--- src/rtl/core/tad_ram.sv ---
`timescale 1ns / 1ps
`default_nettype none

module tad_ram #(
    parameter int   WIDTH = 24,
    parameter int   DEPTH = 16,
    localparam int  AW    = $clog2(DEPTH)
) (
    input  wire logic             clk,
    input  wire logic             wr_en,
    input  wire logic [AW-1:0]    wr_addr,
    input  wire logic [WIDTH-1:0] wr_data,
    input  wire logic             rd_en,
    input  wire logic [AW-1:0]    rd_addr,
    output logic      [WIDTH-1:0] rd_data
);

    logic [WIDTH-1:0] mem [DEPTH];

    always_ff @(posedge clk) begin
        if (wr_en) begin
            mem[wr_addr] <= wr_data;
        end
    end

    always_ff @(posedge clk) begin
        if (rd_en) begin
            rd_data <= mem[rd_addr];
        end
    end

endmodule

`default_nettype wire

--- config.mk ---
export PLATFORM = sky130hd
export DESIGN_NAME = tad_ram
export DESIGN_NICKNAME = d
export VERILOG_FILES = /design/src/rtl/core/tad_ram.sv
export SDC_FILE = /design/constraint.sdc
export NUM_CORES = 1
export LEC_CHECK = 0
export BUFFER_PORTS_ARGS = -buffer_cell sky130_fd_sc_hd__buf_2
export CAP_MARGIN = 20
export CORE_MARGIN = 5
export CORE_UTILIZATION = 55
export CTS_CLUSTER_SIZE = 30
export DETAILED_ROUTE_END_ITERATION = 10
export GPL_TIMING_DRIVEN = 0
export PLACE_DENSITY = 0.75
export SLEW_MARGIN = 10
export SYNTH_ARGS = -nofsm -noshare
export SYNTH_HDL_FRONTEND = slang
export SYNTH_SLANG_ARGS = --single-unit
--- constraint.sdc ---
create_clock -name clk -period 2.9 [get_ports clk]
set_input_delay 0.29 -clock clk [delete_from_list [all_inputs] [get_ports clk]]
set_output_delay 0.29 -clock clk [all_outputs]
set_load 0.02 [all_outputs]
* Word level (Yosys, flattened, before mapping)
Memories as Yosys holds them, arrays and structs flattened. A register that Yosys moved wholly into a read port is not among the register bits.
Cells that the tools add are included.
** Word-level totals
- Flip-flop bits (word level) :: 0
- Memories :: 1
- Output and inout bits :: 24
- Memory bits (writable) :: 384
- Input bits :: 35
** Memory list
- mem :: words 16, bits a word 24, read ports 1, clocked after memory_dff 1, wr ports 1, RTL line 18 : logic [WIDTH-1:0] mem [DEPTH];
** Operators by class
- Multiplexer cells :: 2
** Operator list (count)
- two-way mux 1 bit :: 2

* Depth between registers and ports, before layout
Gate-level depths: netlist of run 1.
- Word-level depth :: 2
- Depth in mapped cells :: 6
- Depth with buffers taken out :: 3

* Worst setup path after synthesis of run 1
OpenSTA, ideal clock, no wires.
- Kind :: input-to-reg
- Start :: input wr_addr[2]
- End :: memory mem[0][0] (enable)
- Stages on the path :: 2
- Arrival :: 2.472 ns
- Setup slack :: -0.007 ns
- Buffers on the path :: 0
- Cell sequence :: or3b_2 nor3_1
** RTL lines
- start: declaration :: RTL line 11 : input wire logic [AW-1:0] wr_addr,
- end: declaration :: RTL line 18
No word-level cell before the write port.

==> results of run 1 <==
==> power by group through the flow <==
stage	clock network [mW]	logic (mW)	registers, mW
after floorplan	0	0.320	6.83
after global placement	0	0.582	6.79
after detailed placement	0	0.642	6.80
after CTS	5.15	0.648	6.68
after global routing	5.41	0.689	6.68
final	5.07	0.642	6.68
==> area by class of cell <==
| cell class | count | share of cell area (%) |
|---|---|---|
| well taps | 341 | 2.41 |
| plain buffers | 33 | 0.981 |
| flip-flops and latches | 408 | 69.1 |
| clock inverters | 24 | 1.09 |
| repair buffers | 78 | 4.00 |
| clock buffers | 51 | 6.24 |
| multi-input cells | 195 | 16.1 |
==> cells in the mapped netlist (all sizes together), types with 2 or more instances <==
master | number | area [µm²]
mux4 | 96 | 2160
nand2 | 25 | 93.8
nand3b | 2 | 15.0
buf | 15 | 106
nor2b | 2 | 12.5
nor3 | 4 | 20.0
nor2 | 13 | 48.8
clkbuf | 18 | 67.6
nand2b | 2 | 12.5
a22oi | 48 | 360
edfxtp | 408 | 12300
==> critical path, cell delays in order <==
cell and delay [ns]:
sky130_fd_sc_hd__clkbuf_1 0.27, sky130_fd_sc_hd__buf_2 0.39, sky130_fd_sc_hd__buf_2 0.39, sky130_fd_sc_hd__mux4_2 0.36
sky130_fd_sc_hd__a22oi_1 0.30, sky130_fd_sc_hd__nand2_1 0.17
==> cell usage in the layout (no fill, tap or decap) <==
cell type	Yosys	routed
sky130_fd_sc_hd__a22oi_1	48	48
sky130_fd_sc_hd__and2_1	1	1
sky130_fd_sc_hd__buf_16	0	12
sky130_fd_sc_hd__buf_2	10	66
sky130_fd_sc_hd__buf_4	0	6
sky130_fd_sc_hd__buf_6	5	7
sky130_fd_sc_hd__buf_8	0	2
sky130_fd_sc_hd__bufinv_16	0	3
sky130_fd_sc_hd__clkbuf_1	18	26
sky130_fd_sc_hd__clkbuf_16	0	43
sky130_fd_sc_hd__clkinv_1	0	12
sky130_fd_sc_hd__clkinv_2	0	5
sky130_fd_sc_hd__clkinvlp_4	0	1
sky130_fd_sc_hd__edfxtp_1	408	408
sky130_fd_sc_hd__inv_6	0	3
sky130_fd_sc_hd__mux4_2	96	96
sky130_fd_sc_hd__nand2_1	25	25
sky130_fd_sc_hd__nand2b_1	2	2
sky130_fd_sc_hd__nand3_1	1	1
sky130_fd_sc_hd__nand3b_1	2	2
sky130_fd_sc_hd__nor2_1	13	1
sky130_fd_sc_hd__nor2_4	0	12
sky130_fd_sc_hd__nor2b_1	2	2
sky130_fd_sc_hd__nor3_2	0	3
sky130_fd_sc_hd__nor3_4	0	1
sky130_fd_sc_hd__or3b_2	1	1
==> state kept, by name, indices dropped and copies added (netlist names) <==
signal	cells
mem	384
rd_data	24
==> stage by stage <==
| stage | cell area [µm²] | hold slack (ns) | util [%] | setup slack [ns] |
|---|---|---|---|---|
| 2_1_floorplan | 15200 | 0.389 | - | 0.293 |
| 3_3_place_gp | 15900 | 0.642 | 58.8 | -1.55 |
| 3_5_place_dp | 16400 | 0.675 | 60.8 | 0.485 |
| 4_1_cts | 17700 | 0.112 | 65.6 | 1.02 |
| 5_1_grt | 17700 | 0.125 | 65.6 | 0.905 |
| 6_report | 17700 | 0.127 | 65.6 | 0.982 |
==> path summary, 6_finish.rpt <==
| check | slack [ns] | cells after the start | to | start |
|---|---|---|---|---|
| min | 0.13 | 1 | mem[14][11] | wr_data[11] |
| max | 0.98 | 6 | rd_data[8] | rd_addr[1] |
| min reg2reg | 0.75 | 3 | rd_data[15] | mem[14][15] |
| max reg2reg | 1.28 | 3 | rd_data[8] | mem[8][8] |
==> cell families after synthesis <==
logic type	after synthesis
multiplexers	96
flip-flops	408
buffers and inverters	33
AND/OR/NAND/NOR	51
AO/OA/AOI/OAI	48
==> per-layer routing <==
metal  GRT usage, %  up-vias
met3           3.98       65
met4           5.98        0
met2           36.9      366
met1           27.5     3736
li1               -     2976
met5              0        -
==> report_table.html, run 1 <==
<table>
<tr><th>Metric</th><th>Value</th></tr>
<tr><th colspan="2">STA</th></tr>
<tr><td>Setup TNS Final</td><td>0 ns</td></tr>
<tr><td>Clock skew after layout</td><td>0.0165 ns</td></tr>
<tr><td>Count of final max-slew check failures</td><td>0</td></tr>
<tr><td>Max frequency</td><td>521 MHz</td></tr>
<tr><td>Normalized max-slew margin</td><td>a little over a third</td></tr>
<tr><td>Setup repair after global routing missed its margin</td><td>false</td></tr>
<tr><td>Final critical-path share of the clock period</td><td>66.1%</td></tr>
<tr><td>Final hold violation count</td><td>0</td></tr>
<tr><td>Pin slew with the least headroom to its limit</td><td>0.953 ns</td></tr>
<tr><td>Total setup violations reported at the end of the flow</td><td>0</td></tr>
<tr><td>Shortest period the worst path allows</td><td>roughly 1.9 ns</td></tr>
<tr><th colspan="2">Synth</th></tr>
<tr><td>Area fraction in compound gates after synthesis</td><td>under 10%</td></tr>
<tr><td>Area share of and/or/nand/nor cells after synthesis</td><td>approximately 1.5%</td></tr>
<tr><td>Most used flip-flop cell after synthesis</td><td>sky130_fd_sc_hd__edfxtp_1</td></tr>
<tr><td>Synth Register Bits</td><td>408</td></tr>
<tr><td>Cell variety after synth</td><td>15</td></tr>
<tr><td>Combinational family with the most area after synthesis</td><td>multiplexers</td></tr>
<tr><td>Gate count of the mapped netlist</td><td>636</td></tr>
<tr><td>Mean instance size in the synthesized netlist</td><td>between 20 and 25 µm²</td></tr>
<tr><td>Proportion of synthesized chip area in sequential cells</td><td>between 80% and 90%</td></tr>
<tr><td>Cell Area, Synth</td><td>roughly 15,000 µm²</td></tr>
<tr><td>Number of enable flip-flop cells after synthesis</td><td>between 400 and 500</td></tr>
<tr><td>Multiplexer fraction of the synthesized cell area</td><td>14.3%</td></tr>
<tr><td>Adder-cell share of the synthesized area</td><td>0%</td></tr>
<tr><td>Async S/R FF share, synth</td><td>0%</td></tr>
<tr><td>Synthesized net count</td><td>671</td></tr>
<tr><td>Ys Warns</td><td>0</td></tr>
<tr><td>Xor and xnor area share after synthesis</td><td>0%</td></tr>
<tr><th colspan="2">Global routing</th></tr>
<tr><td>Wire length of the first global-routing pass</td><td>around 48,000 µm</td></tr>
<tr><td>Overall overflow remaining after global route</td><td>0</td></tr>
<tr><td>Number of antenna violations at the first check in global routing</td><td>0</td></tr>
<tr><td>GRT Resource Usage Total</td><td>21.1%</td></tr>
<tr><td>Maximum number of pins on one net before global-route repair</td><td>25</td></tr>
<tr><td>Via count of the first global-routing pass</td><td>approximately 7,500</td></tr>
<tr><th colspan="2">Placed design</th></tr>
<tr><td>Final weighted congestion in routability-driven placement</td><td>about 0.76</td></tr>
<tr><td>Count of buffers inserted at the top-level ports</td><td>56</td></tr>
<tr><td># placed instances</td><td>approximately 1,100</td></tr>
<tr><td>Estimated wirelength of the detail-placed design</td><td>approximately 20,000 µm</td></tr>
<tr><th colspan="2">Routing</th></tr>
<tr><td>DRC violation count after routing</td><td>0</td></tr>
<tr><td>Antenna-violating nets left</td><td>0</td></tr>
<tr><td>Length of the first detailed-routing pass in iterations</td><td>5</td></tr>
<tr><td>Routed length on met1</td><td>11,800 µm</td></tr>
<tr><td>First-iteration detailed-routing DRC count</td><td>roughly 710</td></tr>
<tr><td>Detailed route wirelength on metal2</td><td>around 17,000 µm</td></tr>
<tr><td>Met3 wire length</td><td>~2700 µm</td></tr>
<tr><td>Post-DR wirelength/cell</td><td>28.3 µm</td></tr>
<tr><td>Sum of routed wire length over all layers</td><td>between 30,000 and 40,000 µm</td></tr>
<tr><td>Total via count after detailed routing</td><td>between 7,000 and 8,000</td></tr>
<tr><td>Top metal layer carrying routed signals</td><td>met4</td></tr>
<tr><td>Drt via density</td><td>6.32</td></tr>
<tr><th colspan="2">CTS</th></tr>
<tr><td>H-tree level count</td><td>2</td></tr>
<tr><td>Buffer depth of the longest clock path</td><td>3</td></tr>
<tr><td>Clock buffers created by TritonCTS</td><td>41</td></tr>
<tr><td>Total of cells resized after clock tree synthesis</td><td>0</td></tr>
<tr><td>Clock network latency to the later pin of the worst-skew pair</td><td>0.53 ns</td></tr>
<tr><td>Sink count of the clock tree</td><td>408</td></tr>
<tr><td>Root buffer selected by CTS</td><td>sky130_fd_sc_hd__clkbuf_16</td></tr>
<tr><td>Number of hold buffers added after CTS</td><td>0</td></tr>
<tr><td>Clock slew at reported path FFs</td><td>0.06 ns</td></tr>
<tr><td>Post-CTS Setup Inserts</td><td>0</td></tr>
<tr><td>CTS tree</td><td>yes</td></tr>
<tr><th colspan="2">Hold path</th></tr>
<tr><td>Path category of the worst min-delay check</td><td>in -&gt; reg</td></tr>
<tr><th colspan="2">Power</th></tr>
<tr><td>Fraction of power spent switching nets</td><td>between 20% and 30%</td></tr>
<tr><td>Switching Power</td><td>between 2 and 3 mW</td></tr>
<tr><td>Cell area power density</td><td>between 600 and 700 nW/µm²</td></tr>
<tr><td>Combinational cell fraction of total power</td><td>under 10%</td></tr>
<tr><td>Max IR drop VDD</td><td>~540 µV</td></tr>
<tr><td>Power Total</td><td>~12 mW</td></tr>
<tr><td>Fraction of power consumed by sequential logic</td><td>a little over half</td></tr>
<tr><td>Internal power contribution</td><td>slightly below 10 mW</td></tr>
<tr><td>Clock share of power</td><td>40.9%</td></tr>
<tr><td>Cell leakage power</td><td>between 5 and 6 nW</td></tr>
<tr><th colspan="2">Finish</th></tr>
<tr><td>Count of fill cells added during filler insertion</td><td>~1,700</td></tr>
<tr><td>Antenna cells</td><td>0</td></tr>
<tr><td>Area growth syn-to-layout</td><td>16.8%</td></tr>
<tr><td>Combined area of the multi-input logic cells</td><td>around 2900 µm²</td></tr>
<tr><td>Share of post-route cells with drive strength above 1</td><td>between 30% and 40%</td></tr>
<tr><td>Register area</td><td>roughly 12,000 µm²</td></tr>
<tr><td>Final nets</td><td>792</td></tr>
<tr><td>Filler-free cell count of the finished design</td><td>roughly 1,100</td></tr>
<tr><th colspan="2">Worst setup path</th></tr>
<tr><td>CP max FO</td><td>10</td></tr>
<tr><td>CP endpoint kind</td><td>flop</td></tr>
<tr><td>Critical path startpoint category</td><td>input pin</td></tr>
<tr><td>Worst Path Required</td><td>3.15 ns</td></tr>
<tr><td>Startpoint-to-endpoint class of the critical path</td><td>in -&gt; reg</td></tr>
<tr><td>Arrival time of the worst setup path</td><td>about 2.2 ns</td></tr>
<tr><th colspan="2">Floorplanning</th></tr>
<tr><td>DIE WIDTH</td><td>between 150 and 200 µm</td></tr>
<tr><td>Number of standard-cell rows in the floorplan</td><td>60</td></tr>
<tr><td>Area inside the core boundary</td><td>27,000 µm²</td></tr>
<tr><td>Height of the chip</td><td>~180 µm</td></tr>
<tr><td>DIE AREA</td><td>roughly 31,000 µm²</td></tr>
<tr><td>Boundary Pins</td><td>59</td></tr>
<tr><td>Initial core utilization</td><td>56.1%</td></tr>
<tr><th colspan="2">Run</th></tr>
<tr><td>Max capacitance violation total</td><td>0</td></tr>
<tr><th colspan="2">Outcome</th></tr>
<tr><td>Result of the run</td><td>completed</td></tr>
</table>
No activity file was read; power rests on OpenSTA's default activity.
==> run 2: changes to the inputs <==
==> constraint.sdc (replaced) <==
create_clock -name clk -period 1.65 [get_ports clk]
set_input_delay 0.165 -clock clk [delete_from_list [all_inputs] [get_ports clk]]
set_output_delay 0.165 -clock clk [all_outputs]
set_load 0.02 [all_outputs]
==> run 2 against run 1 <==
Sequential share of layout area decreased by 0.24 points. Count of clock-buffer cells in the layout down 5. Hold slack got worse by 0.11 ns. Power increased by 74%. Core utilization is 0.23 points higher. Critical path depth unchanged. Cell count up 0.18%. Clock power rose by 71%. Worst setup slack got worse by 0.92 ns. Routed wire length decreased by 0.80%. Final area increased by 0.35%. Combinational power is 79% higher. Critical path type unchanged. Highest routed layer unchanged.
==> report_table.html, run 2 (synthesis gave the netlist of run 1 again) <==
<table>
<tr><th>Metric</th><th>Value</th></tr>
<tr><th colspan="2">Worst setup path</th></tr>
<tr><td>Worst Path Required</td><td>1.89 ns</td></tr>
<tr><td>CP endpoint kind</td><td>flop</td></tr>
<tr><td>Critical Path Slowest Stage Cell</td><td>sky130_fd_sc_hd__clkbuf_4</td></tr>
<tr><td>CP max FO</td><td>10</td></tr>
<tr><td>Critical path startpoint category</td><td>input pin</td></tr>
<tr><td>Startpoint-to-endpoint class of the critical path</td><td>in -&gt; reg</td></tr>
<tr><td>Slowest stage delay, CP</td><td>roughly 0.35 ns</td></tr>
<tr><td>Arrival time of the worst setup path</td><td>roughly 1.8 ns</td></tr>
<tr><td>Critical Path, Cell by Cell</td><td>clkbuf_1 -&gt; clkbuf_4 -&gt; buf_4 -&gt; mux4_2 -&gt; a22oi_1 -&gt; nand2_1</td></tr>
<tr><th colspan="2">Floorplanning</th></tr>
<tr><td>DIE WIDTH</td><td>~180 µm</td></tr>
<tr><td>Area inside the core boundary</td><td>roughly 27,000 µm²</td></tr>
<tr><td>Height of the chip</td><td>roughly 180 µm</td></tr>
<tr><td>Initial core utilization</td><td>between 50% and 60%</td></tr>
<tr><td>Number of standard-cell rows in the floorplan</td><td>60</td></tr>
<tr><td>DIE AREA</td><td>slightly above 30,000 µm²</td></tr>
<tr><td>Boundary Pins</td><td>59</td></tr>
<tr><th colspan="2">Finish</th></tr>
<tr><td>Post-route cell area</td><td>approximately 18,000 µm²</td></tr>
<tr><td>Share of post-route cells with drive strength above 1</td><td>33.5%</td></tr>
<tr><td>Register with the highest flop count</td><td>mem</td></tr>
<tr><td>Area growth syn-to-layout</td><td>17.2%</td></tr>
<tr><td>Final nets</td><td>795</td></tr>
<tr><td>Antenna cells</td><td>0</td></tr>
<tr><td>Filler-free cell count of the finished design</td><td>1,132</td></tr>
<tr><td>Commonest non-fill, non-tap cell in the layout</td><td>sky130_fd_sc_hd__edfxtp_1</td></tr>
<tr><td>Number of flip-flops under the largest register name</td><td>between 300 and 400</td></tr>
<tr><td>Regs by FF count</td><td>mem x384, rd_data x24</td></tr>
<tr><td>Most frequent cells in the layout</td><td>sky130_fd_sc_hd__edfxtp_1 (408), sky130_fd_sc_hd__mux4_2 (96), sky130_fd_sc_hd__buf_2 (58)</td></tr>
<tr><th colspan="2">Placed design</th></tr>
<tr><td>Total cell area at the placement stage</td><td>about 16,000 µm²</td></tr>
<tr><td>Final weighted congestion in routability-driven placement</td><td>between 0.7 and 0.8</td></tr>
<tr><td>Estimated wirelength of the detail-placed design</td><td>19,700 µm</td></tr>
<tr><td># placed instances</td><td>~1,100</td></tr>
<tr><td>Count of buffers inserted at the top-level ports</td><td>56</td></tr>
<tr><th colspan="2">CTS</th></tr>
<tr><td>Clock slew at reported path FFs</td><td>0.06 ns</td></tr>
<tr><td>Buffer depth of the longest clock path</td><td>3</td></tr>
<tr><td>Post-CTS Setup Inserts</td><td>0</td></tr>
<tr><td>Root buffer selected by CTS</td><td>sky130_fd_sc_hd__clkbuf_16</td></tr>
<tr><td>Clock buffers created by TritonCTS</td><td>39</td></tr>
<tr><td>Sink count of the clock tree</td><td>408</td></tr>
<tr><td>CTS tree</td><td>yes</td></tr>
<tr><td>H-tree level count</td><td>2</td></tr>
<tr><td>Clock network latency to the later pin of the worst-skew pair</td><td>between 0.5 and 0.6 ns</td></tr>
<tr><th colspan="2">Routing</th></tr>
<tr><td>Drt via density</td><td>about 6.3</td></tr>
<tr><td>First-iteration detailed-routing DRC count</td><td>805</td></tr>
<tr><td>Total via count after detailed routing</td><td>between 7,000 and 8,000</td></tr>
<tr><td>Post-DR wirelength/cell</td><td>about 28 µm</td></tr>
<tr><td>Antenna-violating nets left</td><td>0</td></tr>
<tr><td>Sum of routed wire length over all layers</td><td>between 30,000 and 40,000 µm</td></tr>
<tr><td>Length of the first detailed-routing pass in iterations</td><td>5</td></tr>
<tr><td>DRC violation count after routing</td><td>0</td></tr>
<tr><th colspan="2">STA</th></tr>
<tr><td>Setup repair after global routing missed its margin</td><td>false</td></tr>
<tr><td>Max frequency</td><td>between 600 and 700 MHz</td></tr>
<tr><td>Final critical-path share of the clock period</td><td>96.3%</td></tr>
<tr><td>Setup TNS Final</td><td>0 ns</td></tr>
<tr><td>Total setup violations reported at the end of the flow</td><td>0</td></tr>
<tr><td>Shortest period the worst path allows</td><td>1.59 ns</td></tr>
<tr><td>Pin slew with the least headroom to its limit</td><td>between 0.8 and 0.9 ns</td></tr>
<tr><td>Normalized max-slew margin</td><td>46.3%</td></tr>
<tr><td>Final hold violation count</td><td>0</td></tr>
<tr><td>Clock skew after layout</td><td>about 0.018 ns</td></tr>
<tr><td>Count of final max-slew check failures</td><td>0</td></tr>
<tr><th colspan="2">Global routing</th></tr>
<tr><td>GRT Resource Usage Total</td><td>roughly a fifth</td></tr>
<tr><td>Overall overflow remaining after global route</td><td>0</td></tr>
<tr><td>Wire length of the first global-routing pass</td><td>roughly 48,000 µm</td></tr>
<tr><td>Maximum number of pins on one net before global-route repair</td><td>25</td></tr>
<tr><td>Via count of the first global-routing pass</td><td>7,494</td></tr>
<tr><td>Number of antenna violations at the first check in global routing</td><td>0</td></tr>
<tr><th colspan="2">Outcome</th></tr>
<tr><td>Result of the run</td><td>completed</td></tr>
<tr><th colspan="2">Power</th></tr>
<tr><td>Max IR drop VDD</td><td>1050 µV</td></tr>
<tr><td>Cell leakage power</td><td>~5.7 nW</td></tr>
<tr><td>Power Total</td><td>21.5 mW</td></tr>
<tr><td>Cell area power density</td><td>between 1000 and 1500 nW/µm²</td></tr>
<tr><th colspan="2">Run</th></tr>
<tr><td>Max capacitance violation total</td><td>0</td></tr>
<tr><th colspan="2">Hold path</th></tr>
<tr><td>Path category of the worst min-delay check</td><td>in -&gt; reg</td></tr>
</table>
run 2: changes by cell type in the layout (fill, tap and decap cells not counted), sizes merged:
| cell | change |
|---|---|
| clkbuf | -2 |
| dlygate4sd3 | +7 |
| buf | -5 |
| bufinv | +1 |
| inv | +1 |
run 2: where the power goes:
part	internal (mW)	switching [mW]
logic	0.459	0.691
registers	11.7	0.0595
clock network	5.00	3.64
total	17.1	4.39
run 2: worst paths after layout:
path	startpoint	to	slack [ns]	cells after the start
max	rd_addr[1]	rd_data[8]	0.06	6
min	wr_data[4]	mem[14][4]	0.02	1
max reg2reg	mem[10][8]	rd_data[8]	0.09	3
min reg2reg	mem[14][17]	rd_data[17]	0.74	3
run 2: stage by stage:
stage | setup slack (ns) | hold slack (ns) | utilization (%)
2_1_floorplan | -0.196 | 0.264 | -
3_3_place_gp | -1.45 | 0.513 | 59.0
3_5_place_dp | -0.609 | 0.549 | 60.9
4_1_cts | -0.0220 | 0.000638 | 65.8
5_1_grt | 0.0364 | 0.0119 | 65.8
6_report | 0.0611 | 0.0163 | 65.8
run 2: area by class of cell:
cell class,instances,area [µm²]
multi-input cells,195,2880
fillers,1671,9240
flip-flops and latches,408,12300
clock buffers,46,1000
well taps,341,427
clock inverters,26,238
plain buffers,33,209
repair buffers,83,774
run 2: layer usage:
layer	part of all wire [%]	vias to the layer above	track usage, %	wire length (µm)
met1	38	3799	28.1	12200
met2	52	322	36.1	16600
met4	2.6	0	6.14	810
met3	6.8	61	3.58	2170
met5	0	-	0	0
li1	-	2979	-	-
run 2: worst max-delay path: cells and delay by family:
family,cells,cell delay (ns)
mux,1,0.33
compound gates,1,0.26
buf+inv,3,0.92
simple gates,1,0.15
run 2: repair_timing:
action	CTS	global route
hold buffers	7	0
endpoints found under the setup margin	6	16
endpoints found under the hold margin	87	0
gates resized for setup	2	14
