--- src/rtl/core/tad_pkg.sv ---
`timescale 1ns / 1ps
`default_nettype none

package tad_pkg;

    localparam int SAMPLE_WIDTH   = 24;
    localparam int DELAY_WIDTH    = 16;
    localparam int TAPS           = 3;
    localparam int SUM_WIDTH      = SAMPLE_WIDTH + 2;
    localparam int APB_ADDR_WIDTH = 5;
    localparam int APB_DATA_WIDTH = 32;

    // register map, word index = paddr[4:2]
    typedef enum logic [2:0] {
        REG_MULTI_MODE   = 3'd0,
        REG_BYPASS       = 3'd1,
        REG_FIRST_DELAY  = 3'd2,
        REG_SECOND_DELAY = 3'd3,
        REG_THIRD_DELAY  = 3'd4
    } reg_idx_t;

    typedef struct packed {
        logic                           channel;
        logic signed [SAMPLE_WIDTH-1:0] sample_in;
    } in_beat_t;

    typedef struct packed {
        logic                           channel_out;
        logic signed [SAMPLE_WIDTH-1:0] sample_out;
    } out_beat_t;

    typedef struct packed {
        logic                      psel;
        logic                      penable;
        logic                      pwrite;
        logic [APB_ADDR_WIDTH-1:0] paddr;
        logic [APB_DATA_WIDTH-1:0] pwdata;
    } apb_req_t;

    typedef struct packed {
        logic multi_mode;
        logic bypass;
    } cfg_t;

    // side information issued alongside the memory reads
    typedef struct packed {
        logic                           channel;
        logic                           in_range;
        logic [TAPS-1:0]                fwd;
        logic [TAPS-1:0]                blank;
        logic signed [SAMPLE_WIDTH-1:0] dry;
    } tap_ctl_t;

endpackage

`default_nettype wire

--- src/rtl/core/tad_regs.sv ---
`timescale 1ns / 1ps
`default_nettype none

module tad_regs #(
    parameter int  DELAY_DEPTH = 65536,
    localparam int AW          = $clog2(DELAY_DEPTH)
) (
    input  wire logic                                  aclk,
    input  wire logic                                  aresetn,
    input  wire tad_pkg::apb_req_t                     apb,
    output logic [tad_pkg::APB_DATA_WIDTH-1:0]         prdata,
    output tad_pkg::cfg_t                              cfg,
    output logic [tad_pkg::TAPS-1:0][AW-1:0]           tap_delay,
    output logic                                       busy
);

    import tad_pkg::*;

    localparam int         MAX_DELAY     = (1 << DELAY_WIDTH) - 1;
    localparam logic [1:0] SETTLE_CYCLES = 2'd2;

    logic                                 multi_mode_reg;
    logic                                 bypass_reg;
    logic [TAPS-1:0][DELAY_WIDTH-1:0]     delay_reg;
    logic [1:0]                           settle_reg;
    logic                                 wr_en;
    reg_idx_t                             reg_idx;

    assign wr_en   = apb.psel && apb.penable && apb.pwrite;
    assign reg_idx = reg_idx_t'(apb.paddr[APB_ADDR_WIDTH-1:2]);

    always_ff @(posedge aclk) begin
        if (!aresetn) begin
            multi_mode_reg <= 1'b0;
            bypass_reg     <= 1'b0;
            delay_reg      <= '0;
        end else if (wr_en) begin
            unique case (reg_idx)
                REG_MULTI_MODE:   multi_mode_reg <= apb.pwdata[0];
                REG_BYPASS:       bypass_reg     <= apb.pwdata[0];
                REG_FIRST_DELAY:  delay_reg[0]   <= apb.pwdata[DELAY_WIDTH-1:0];
                REG_SECOND_DELAY: delay_reg[1]   <= apb.pwdata[DELAY_WIDTH-1:0];
                REG_THIRD_DELAY:  delay_reg[2]   <= apb.pwdata[DELAY_WIDTH-1:0];
                default: ;
            endcase
        end
    end

    // reduced delays trail the raw ones via prod_reg and rem_reg
    always_ff @(posedge aclk) begin
        if (!aresetn) begin
            settle_reg <= SETTLE_CYCLES;
        end else if (wr_en) begin
            settle_reg <= SETTLE_CYCLES;
        end else if (settle_reg != 2'd0) begin
            settle_reg <= settle_reg - 2'd1;
        end
    end

    assign busy           = settle_reg != 2'd0;
    assign cfg.multi_mode = multi_mode_reg;
    assign cfg.bypass     = bypass_reg;

    always_comb begin
        unique case (reg_idx)
            REG_MULTI_MODE:   prdata = APB_DATA_WIDTH'(multi_mode_reg);
            REG_BYPASS:       prdata = APB_DATA_WIDTH'(bypass_reg);
            REG_FIRST_DELAY:  prdata = APB_DATA_WIDTH'(delay_reg[0]);
            REG_SECOND_DELAY: prdata = APB_DATA_WIDTH'(delay_reg[1]);
            REG_THIRD_DELAY:  prdata = APB_DATA_WIDTH'(delay_reg[2]);
            default:          prdata = '0;
        endcase
    end

    generate
        if (DELAY_DEPTH > MAX_DELAY) begin : g_direct
            for (genvar t = 0; t < TAPS; t++) begin : g_tap
                assign tap_delay[t] = AW'(delay_reg[t]);
            end
        end else begin : g_reduce
            // delay mod depth: reciprocal estimate, one correction step
            localparam int          PW    = DELAY_WIDTH + 32;
            localparam logic [31:0] RECIP = 32'((64'd1 << 32) / DELAY_DEPTH);

            logic [TAPS-1:0][PW-1:0] prod_reg;
            logic [TAPS-1:0][AW-1:0] rem_reg;

            for (genvar t = 0; t < TAPS; t++) begin : g_tap
                logic [DELAY_WIDTH-1:0] quo;
                logic [31:0]            qd;
                logic [31:0]            rem;
                logic [31:0]            rem_fix;

                always_ff @(posedge aclk) begin
                    prod_reg[t] <= PW'(delay_reg[t]) * PW'(RECIP);
                end

                always_comb begin
                    quo     = prod_reg[t][PW-1 -: DELAY_WIDTH];
                    qd      = 32'(quo) * 32'(DELAY_DEPTH);
                    rem     = 32'(delay_reg[t]) - qd;
                    rem_fix = (rem >= 32'(DELAY_DEPTH)) ? rem - 32'(DELAY_DEPTH) : rem;
                end

                always_ff @(posedge aclk) begin
                    rem_reg[t] <= AW'(rem_fix);
                end

                assign tap_delay[t] = rem_reg[t];
            end
        end
    endgenerate

endmodule

`default_nettype wire

--- config.mk ---
export PLATFORM = sky130hd
export DESIGN_NAME = tad_regs
export DESIGN_NICKNAME = d
export VERILOG_FILES = /design/src/rtl/core/tad_pkg.sv /design/src/rtl/core/tad_regs.sv
export SDC_FILE = /design/constraint.sdc
export NUM_CORES = 1
export LEC_CHECK = 0
export ABC_AREA = 1
export ABC_CLOCK_PERIOD_IN_PS = 1860
export BUFFER_PORTS_ARGS = -buffer_cell sky130_fd_sc_hd__buf_2
export CORE_ASPECT_RATIO = 0.7
export CORE_MARGIN = 2
export CORE_UTILIZATION = 50
export CTS_CLUSTER_SIZE = 16
export DETAILED_ROUTE_END_ITERATION = 8
export HOLD_SLACK_MARGIN = 0.08
export PLACE_DENSITY = 0.83
export REMOVE_ABC_BUFFERS = 1
export SLEW_MARGIN = 10
export SYNTH_ARGS = -nofsm -noshare
export SYNTH_HDL_FRONTEND = slang
export SYNTH_SLANG_ARGS = --single-unit
--- constraint.sdc ---
create_clock -name aclk -period 1.86 [get_ports aclk]
set_clock_uncertainty 0.1 [all_clocks]
set_input_delay 0.093 -clock aclk [delete_from_list [all_inputs] [get_ports aclk]]
set_output_delay 0.093 -clock aclk [all_outputs]
set_load 0.05 [all_outputs]
Word level (Yosys, flattened, before mapping)
Cells that the tools add are included.
{"block": "totals", "elab_cells": 23, "in_bits": 42, "output_inout_bits": 83, "regBits": 52}
{"block": "op_classes", "eq_ne": 4, "n_bitwise": 1, "muxes": 1, "reduce_logical": 10, "n_addsub": 1}
{"cell": "one-hot mux 16 bit (5 select lines)", "n": 1}
{"cell": "AND reduction 2 bit", "n": 5}
{"cell": "equality test 3 x 2 -> 1 bit, second input constant", "n": 2}
{"cell": "equality test 3 x 1 -> 1 bit, second input constant", "n": 1}
{"cell": "equality test 3 bit, second input constant", "n": 1}
{"cell": "logical NOT 3 bit", "n": 1}
{"cell": "logical AND 1 bit", "n": 2}
{"cell": "nonzero test 2 bit", "n": 1}
{"cell": "OR reduction 2 bit", "n": 1}
{"cell": "subtractor 2 x 1 -> 2 bit, second input constant", "n": 1}
{"cell": "NOT 1 bit", "n": 1}

Longest topological paths before layout
Gate-level depths: netlist of the first run.
{"block": "logic_depth", "depth_word": 3, "ltp_mapped": 7, "depth_no_buf": 6}

Least setup slack after synthesis of the first run
Ideal clock, no wire load.
{"block": "synth_timing", "path_kind": "reg-to-output", "startpoint": "register delay_reg, in the netlist tap_delay[16]", "endpoint": "output port prdata[0] in the netlist's numbering", "stages_incl_launch_ff": 5, "slack_ns": 0.438, "arrival_ns": 1.229, "t_required_ns": 1.667, "n_path_buf": 0, "path_cell_list": "dfxtp_1 nand4_1 nand2_1 nor2_1 nand2_1"}
{"block": "synth_between", "elab_chain_len": 1}
{"item": "start, declared", "line_no": "tad_regs.sv:24", "text": "logic [TAPS-1:0][DELAY_WIDTH-1:0] delay_reg;"}
{"item": "one-hot mux 16 bit (5 select lines)", "line_no": "tad_regs.sv:65", "text": "unique case (reg_idx)"}
{"item": "end, declared", "line_no": "tad_regs.sv:11", "text": "output logic [tad_pkg::APB_DATA_WIDTH-1:0] prdata,"}
Every way passes these cells.

Worst setup path after layout of the first run
{"block": "layout_timing", "startpoint": "register settle_reg[0]", "endpoint": "output port busy"}
{"block": "layout_between", "elab_chain_len": 1}
{"item": "start, declared", "line_no": "tad_regs.sv:25", "text": "logic [1:0] settle_reg;"}
{"item": "start signal, assigned", "line_no": "tad_regs.sv:56", "text": "settle_reg <= settle_reg - 2'd1;"}
{"item": "nonzero test 2 bit", "line_no": "tad_regs.sv:60", "text": "assign busy = settle_reg != 2'd0;"}
{"item": "end, declared", "line_no": "tad_regs.sv:14", "text": "output logic busy"}
Every way passes these cells.

==> results of run 1 <==
-- Yosys cell counts --
library cell	n	share of area
o2111ai_1	1	0.0034
a21oi_1	3	0.0058
nand2_1	123	0.18
clkbuf_1	2	0.0029
inv_2	4	0.0058
buf_2	13	0.025
conb_1	1	0.0015
nand4_1	2	0.0049
nor2_1	104	0.15
dfxtp_1	52	0.40
ha_1	1	0.0049
nor2_4	1	0.0044
buf_1	4	0.0058
nor2_2	2	0.0049
nand3_1	52	0.10
buf_4	20	0.058
inv_1	20	0.029
nand3_2	2	0.0078
-- per-layer routing --
layer  track usage  vias up  share of wire
met2         0.380      117           0.44
met1         0.319     1208           0.47
met5             0        -              0
met3        0.0507        4          0.087
met4        0.0538        0         0.0059
li1              -     1409              -
-- power by group --
group	switching (µW)	internal [µW]
Clock	360	400
Sequential	17.1	1140
Combinational	305	114
Total	683	1650
-- cells by family after synthesis --
group | share of synthesized area
DFF | 0.404
adders and majority gates | 0.00485
buffers and inverters | 0.127
AOI/OAI and AO/OA | 0.00922
and+or+nand+nor | 0.453
other | 0.00145
-- worst max path at each step --
stage,from,end,cells past startpoint
after floorplan,apb[36],prdata[10],5
final,settle_reg[0]$_SDFFE_PP0P_,busy,4
after detailed placement,apb[35],prdata[10],8
after global routing,apb[35],prdata[10],8
after global placement,apb[35],prdata[10],8
after CTS,settle_reg[0]$_SDFFE_PP0P_,busy,4
-- metrics by stage --
stage	setup TNS [ns]	total power, µW
floorplan	-0.678	1460
global placement	0	1570
detailed placement	0	1580
CTS	0	2340
global route	0	2430
finish	0	2340
-- critical path: cells and delay by family (launching register included) --
family / cells / cell delay [ns]
buffers and inverters: 3 / 0.40
adders and majority gates: 1 / 0.23
DFF: 1 / 0.34
-- layout make-up --
cell class / count / share of cell area
sequential: 52 / 0.319
clock inverter: 2 / 0.0107
multi-input combinational: 307 / 0.389
clock buffer: 6 / 0.0222
tap: 69 / 0.0264
timing repair buffer: 113 / 0.206
inverter: 24 / 0.0276
-- layout by cell type (no fill, tap or decap) --
cell	count
a21oi_1	3
buf_12	1
buf_2	90
buf_4	7
bufinv_16	1
clkbuf_1	1
clkbuf_8	5
clkinv_2	1
conb_1	16
dfxtp_1	52
dlygate4sd3_1	15
ha_1	1
inv_1	20
inv_2	4
nand2_1	123
nand3_1	52
nand3_2	2
nand4_1	2
nor2_1	102
nor2_2	4
nor2_4	1
o2111ai_1	1
==> out/results.ini, run 1 <==
[finish]
multiInputGateArea_mm2=0.00127
register_area_mm2=0.00104
fin_area_mm2=0.00327
drive_above_1_share=0.230
areaGrowthSynthToFinish_pct=26.8
final_nets=546
fill_cells=452
largest_reg_flops=48
stdcell_count=573
antenna_cells=0
finish.utilization=0.672

[timing]
final_hold_viol_count=0
worst_slack_ns=0.402
drv_slew=0
rsz0062_at_grt=no
fin_crit_ns=1.46
hold_ws_ns=0.0913
period_share=0.784
worstMarginPinSlew_ns=0.590
max_slew_margin=0.606
max_freq_ghz=0.686
setup_viol=0

[synthesis]
avgSynthCellArea_um2=6.33
synth-seq-cells=52
yosysSeqAreaShare=0.404
synth_warnings=0
synthCells=407
synth_cell_types=18
synth_area_mm2=0.00258

[power]
p_leak_uw=0.00172
power_density_mw_per_mm2=715
vdd_ir_drop_max_v=0.000384

[place]
place_area_mm2=0.00301
place_inst=550
dp_hpwl_um=4420
io_buffers=90
dp_slack_ns=0.437
gp_congestion=0.781

[clock_network]
cts_root_buf=clkbuf_8
cts_setup_buffers=0
cts_inserted_buffers=5
holdBufCountCts=15
worstSkewPairLatency_ns=0.29
clock_path_buffers=2
clk_pin_slew_ns=0.09
clkSinkCount=52
cts_tree=built
cts_resized=0
htree_levels=2

[floorplan]
num_rows=21
die_w_um=89.8
die_h_um=64.1
die-area_mm2=0.00575
start_util=0.530
ios=125
core_area_mm2=0.00486

[worst_setup_path]
path_common_cell=inv_1
cp_max_fo=4
worstSetupPathType=reg2out
timing.rr.start=settle_reg[0]$_SDFFE_PP0P_
slowest_stage=dfxtp_1
cp_slowest_stage_delay_ns=0.34
reg2reg_slack_ns=0.83
timing.rr.end=settle_reg[1]$_SDFFE_PP1P_
crit_path_cell_trace=inv_1 > ha_1 > inv_1 > buf_2
worstSetupEndpointType=output port
worstPathRequired_ns=1.67
start_kind=flop
crit_arrival_ns=1.26
reg2reg_depth=4

[route]
firstDrtPassIters=4
wl_um=6660
drc=0
num_vias=2738
antenna_left=0
viasPerCell=4.78
drt-initial-drc-count=190
wl_per_cell_um=11.6

[grt]
grt_overflow_total=0
grt_max_degree=37
grt_pass1_wl_um=11000
antenna_found_initial=0
grt_pass1_vias=2339
grt.total_usage=0.233

[job]
drv_cap=0

[worst_hold_path]
hold_path.class=in2reg
whs_path_depth=5
min_from=apb[0]
hold_end=tap_delay[0]$_SDFFE_PN0P_

[outcome]
outcome=complete, no violations

Note: power is estimated with default switching activity, not from simulation.
==> run 2: changes to the inputs <==
ABC_CLOCK_PERIOD_IN_PS = 1300   (was 1860)
CORE_UTILIZATION = 42   (was 50)
PLACE_DENSITY = 0.74   (was 0.83)
clock period = 1.3 ns   (was 1.86 ns; I/O delays follow)
==> out/results.ini, run 2 (same netlist as run 1, synthesis figures left out) <==
[clock_network]
clkSinkCount=52  ; unchanged
worstSkewPairLatency_ns=0.30  ; about the same
cts_root_buf=clkbuf_8
clock_path_buffers=2  ; unchanged
htree_levels=2  ; unchanged
clk_pin_slew_ns=0.09  ; about the same
cts_inserted_buffers=5  ; unchanged
cts_tree=built

[route]
wl_um=7040  ; +5.8%
antenna_left=0  ; unchanged
drc=0  ; unchanged
drt-initial-drc-count=112  ; -41%
firstDrtPassIters=4  ; unchanged
wl_per_cell_um=11.8  ; +1.7%
viasPerCell=4.65  ; -2.7%
num_vias=2772  ; +1.2%

[finish]
drive_above_1_share=0.271  ; +0.0405
areaGrowthSynthToFinish_pct=37.7
antenna_cells=0  ; unchanged
fin_area_mm2=0.00355  ; +8.6%
stdcell_count=596  ; +4.0%
fill_cells=537  ; +19%
most-common-layout-cells=nand2_1, nor2_1, buf_2
final_common_cell=nand2_1
final_nets=563  ; +3.1%
largest_reg_flops=48  ; unchanged

[timing]
rsz0062_at_grt=yes
max_freq_ghz=0.788
setup_viol=0  ; unchanged
worst_slack_ns=0.0314  ; -0.371 ns
final_hold_viol_count=0  ; unchanged
fin_setup_tns_ns=0  ; unchanged
fin_crit_ns=1.27
drv_slew=0  ; unchanged
period_share=0.976

[grt]
grt_max_degree=53  ; +43%
grt_pass1_wl_um=11300  ; +3.2%
grt.total_usage=0.202  ; -0.0307
antenna_found_initial=0  ; unchanged
grt_overflow_total=0  ; unchanged
grt_pass1_vias=2370  ; +1.3%

[worst_hold_path]
min_from=aresetn
hold_end=settle_reg[1]$_SDFFE_PP1P_
whs_path_depth=3  ; -2
hold_path.class=in2reg

[place]
place_inst=570  ; +3.6%
io_buffers=90  ; unchanged
place_area_mm2=0.00319  ; +5.8%
gp_congestion=0.800  ; +2.4%
dp_hpwl_um=4900  ; +11%
dp_slack_ns=-0.0227  ; -0.460 ns

[worst_setup_path]
crit_arrival_ns=1.10  ; -0.16 ns
worstSetupPathType=reg2out
timing.rr.start=settle_reg[1]$_SDFFE_PP1P_
timing.rr.end=settle_reg[0]$_SDFFE_PP0P_
worstPathRequired_ns=1.13  ; -0.54 ns
worstSetupEndpointType=output port
cp_max_fo=2  ; -2
reg2reg_slack_ns=0.30  ; -0.53 ns
start_kind=flop
reg2reg_depth=5  ; +1

[floorplan]
die_w_um=97.6  ; +8.7%
die_h_um=69.5  ; +8.5%
start_util=0.443  ; -0.0869
die-area_mm2=0.00679  ; +18%
num_rows=23  ; +9.5%
core_area_mm2=0.00581  ; +20%
ios=125  ; unchanged

[outcome]
outcome=complete, no violations

[power]
vdd_ir_drop_max_v=0.000402  ; +4.7%
power_density_mw_per_mm2=925  ; +29%
p_leak_uw=0.00182  ; +5.8%

[job]
drv_cap=0  ; unchanged

==> run 2: changes by cell type in the layout (fill, tap and decap cells not counted), moves of 2 or more <==
cell / delta
buf_2: -17
buf_6: +5
nor2_4: +2
dfxtp_1: -5
dfxtp_2: +5
buf_12: +5
buf_4: +21
==> run 2: power by group <==
part	leakage [µW]	switching (µW)	total (µW)	internal, µW
clock network	0.0000445	518	951	433
registers	0.000423	24.0	1660	1630
logic	0.00136	457	676	219
total	0.00182	999	3280	2280
==> run 2: metrics by stage <==
stage | hold WS, ns | total power, µW | utilization
after floorplan | 0.0697 | 2090 | -
after global placement | 0.291 | 2280 | 0.548
after detailed placement | 0.297 | 2290 | 0.548
after CTS | 0.0972 | 3290 | 0.597
after global routing | 0.113 | 3420 | 0.611
final | 0.101 | 3280 | 0.611
==> run 2: repair_timing <==
action	CTS	global route
pin swaps	0	5
endpoints found under the setup margin	8	17
buffers inserted	0	2
gates resized for setup	13	30
endpoints found under the hold margin	50	0
hold buffers	16	0
==> run 2: critical path: stages, from the launching register on <==
cell and delay (ns):
dfxtp_2 0.33, nand4_1 0.07, nand2_1 0.08, nor2_2 0.11, nand2_1 0.07, buf_6 0.15
==> run 2: layer usage <==
layer	share of wire	track usage	wire [µm]
met2	0.45	0.320	3190
met1	0.48	0.288	3400
met4	0.0067	0.0463	47
met5	0	0	0
met3	0.058	0.0353	407
==> run 2: final cells by class <==
type | instances | area [µm²] | area share
inverters | 24 | 90.1 | 0.0254
well taps | 75 | 93.8 | 0.0264
repair buffers | 130 | 935 | 0.263
flip-flops and latches | 52 | 1050 | 0.295
clock buffers | 7 | 86.3 | 0.0243
multi-input cells | 307 | 1290 | 0.363
clock inverters | 1 | 7.51 | 0.00211
==> run 2: how the worst max path moves through the flow <==
stage | from | to | slack, ns | depth (start not counted)
global placement | apb[36] | prdata[9] | -0.002 | 8
detailed placement | apb[35] | prdata[9] | -0.02 | 8
floorplan | apb[36] | prdata[10] | -0.55 | 5
finish | bypass_reg$_SDFFE_PN0P_ | prdata[0] | 0.03 | 5
CTS | multi_mode_reg$_SDFFE_PN0P_ | prdata[0] | 0.0001 | 5
global route | bypass_reg$_SDFFE_PN0P_ | prdata[0] | -0.04 | 5
==> run 3: changes to the inputs <==
RECOVER_POWER = 100   (was not set)
==> out/results.ini, run 3 (same netlist as run 1, synthesis figures left out) <==
[power]
power_uw=3270  ; -0.48%
power_density_mw_per_mm2=934  ; +0.98%
vdd_ir_drop_max_v=0.000396  ; -1.7%
p_leak_uw=0.00179  ; -1.7%

[clock_network]
cts_inserted_buffers=5  ; unchanged
clkSinkCount=52  ; unchanged
cts_root_buf=clkbuf_8
cts_tree=built
clock_path_buffers=2  ; unchanged
clk_pin_slew_ns=0.09  ; about the same
htree_levels=2  ; unchanged
worstSkewPairLatency_ns=0.30  ; about the same

[worst_setup_path]
path_common_cell=nand2_1
endpoint=prdata[0]
reg2reg_depth=5  ; unchanged
reg2reg_slack_ns=0.29  ; about the same
cp_max_fo=2  ; unchanged
worstSetupEndpointType=output port
critPathLaunch=bypass_reg$_SDFFE_PN0P_
crit_path_cell_trace=nand4_1 > nand2_1 > nor2_2 > nand2_1 > buf_6
cp_slowest_stage_delay_ns=0.33  ; about the same
slowest_stage=dfxtp_2
timing.rr.start=settle_reg[1]$_SDFFE_PP1P_
start_kind=flop
worstPathRequired_ns=1.13  ; about the same
cp.depth=5  ; unchanged
timing.rr.end=settle_reg[0]$_SDFFE_PP0P_
path_delay_family=simple AND/OR/NAND/NOR gates
crit_arrival_ns=1.10  ; about the same
worst-path-buf-inv=1  ; unchanged
worstSetupPathType=reg2out

[place]
io_buffers=90  ; unchanged
place_area_mm2=0.00319  ; unchanged
dp_slack_ns=-0.0227  ; unchanged
gp_congestion=0.800  ; unchanged
dp_hpwl_um=4900  ; unchanged

[grt]
antenna_found_initial=0  ; unchanged
grt_max_degree=53  ; unchanged
grt_overflow_total=0  ; unchanged
grt.total_usage=0.202  ; unchanged
grt_pass1_wl_um=11300  ; unchanged
grt_pass1_vias=2370  ; unchanged

[finish]
final_common_cell=nand2_1
fin_area_mm2=0.00350  ; -1.4%
areaGrowthSynthToFinish_pct=35.7
drive_above_1_share=0.251  ; -0.0192
antenna_cells=0  ; unchanged
largest_reg_flops=48  ; unchanged
most-common-layout-cells=nand2_1, nor2_1, buf_2
final_nets=563  ; unchanged

[timing]
max_freq_ghz=0.788  ; about the same
fin_crit_ns=1.27  ; -0.00000660 ns
setup_viol=0  ; unchanged
worst_slack_ns=0.0314  ; +0.00000660 ns
final_hold_viol_count=0  ; unchanged
drv_slew=0  ; unchanged
period_share=0.976  ; about the same
rsz0062_at_grt=yes

[floorplan]
ios=125  ; unchanged
die_h_um=69.5  ; unchanged
core_area_mm2=0.00581  ; unchanged
start_util=0.443  ; unchanged
num_rows=23  ; unchanged
die_w_um=97.6  ; unchanged
die-area_mm2=0.00679  ; unchanged

[route]
drt-initial-drc-count=104  ; -7.1%
wl_per_cell_um=11.8  ; about the same
firstDrtPassIters=5  ; +1
antenna_left=0  ; unchanged
drc=0  ; unchanged
viasPerCell=4.61  ; -0.90%
num_vias=2747  ; -0.90%
wl_um=7040  ; about the same

[worst_hold_path]
hold_path.class=in2reg

[job]
drv_cap=0  ; unchanged

[outcome]
outcome=complete, no violations

-- run 3: area by class of cell --
cell class / instances / area (µm²)
multi-input cells: 307 / 1270
clock inverters: 1 / 7.51
flip-flops and latches: 52 / 1050
clock buffers: 7 / 86.3
inverters: 24 / 90.1
fillers: 547 / 2310
well taps: 75 / 93.8
repair buffers: 130 / 898
-- run 3: layer usage --
layer	vias up	GRT usage	share of wire
met3	7	0.0353	0.062
met2	100	0.320	0.46
met4	0	0.0463	0.0077
met5	-	0	0
met1	1198	0.288	0.47
li1	1442	-	-
-- run 3: worst min path at each step --
stage / from / to / slack [ns] / cells after the start
after floorplan: aresetn / settle_reg[1]$_SDFFE_PP1P_ / 0.07 / 1
after global placement: apb[14] / tap_delay[30]$_SDFFE_PN0P_ / 0.29 / 5
after detailed placement: apb[11] / tap_delay[27]$_SDFFE_PN0P_ / 0.30 / 5
after CTS: aresetn / tap_delay[32]$_SDFFE_PN0P_ / 0.1 / 4
after global routing: aresetn / multi_mode_reg$_SDFFE_PN0P_ / 0.11 / 4
final: aresetn / tap_delay[36]$_SDFFE_PN0P_ / 0.10 / 4
-- run 3: stage by stage --
| stage | TNS [ns] | hold WS, ns | utilization | instances |
|---|---|---|---|---|
| CTS | 0 | 0.0972 | 0.597 | 594 |
| floorplan | -19.71 | 0.0697 | - | 383 |
| global route | -0.120 | 0.113 | 0.602 | 596 |
| detailed placement | -0.107 | 0.297 | 0.548 | 570 |
| global placement | -0.00669 | 0.291 | 0.548 | 570 |
| finish | 0 | 0.105 | 0.602 | 596 |
-- run 3: worst register-to-register path: stages (launching register included) --
cell and delay [ns]:
dfxtp_1 0.33, inv_1 0.04, ha_2 0.20, inv_2 0.06, nand2_1 0.06, a21oi_1 0.14
-- run 3: repair_timing --
action                                 in CTS  in global routing
buffers inserted                            0                  2
hold buffers                               16                  0
setup endpoints to repair                   8                 17
cloned                                      0                  0
endpoints found under the hold margin      50                  0
resized for setup                          13                 30
pin swaps                                   0                  5
-- run 3: report_power, final --
group	total (µW)	internal (µW)	switching [µW]
Sequential	1660	1630	24.0
Clock	943	433	510
Combinational	668	214	454
Total	3270	2280	988
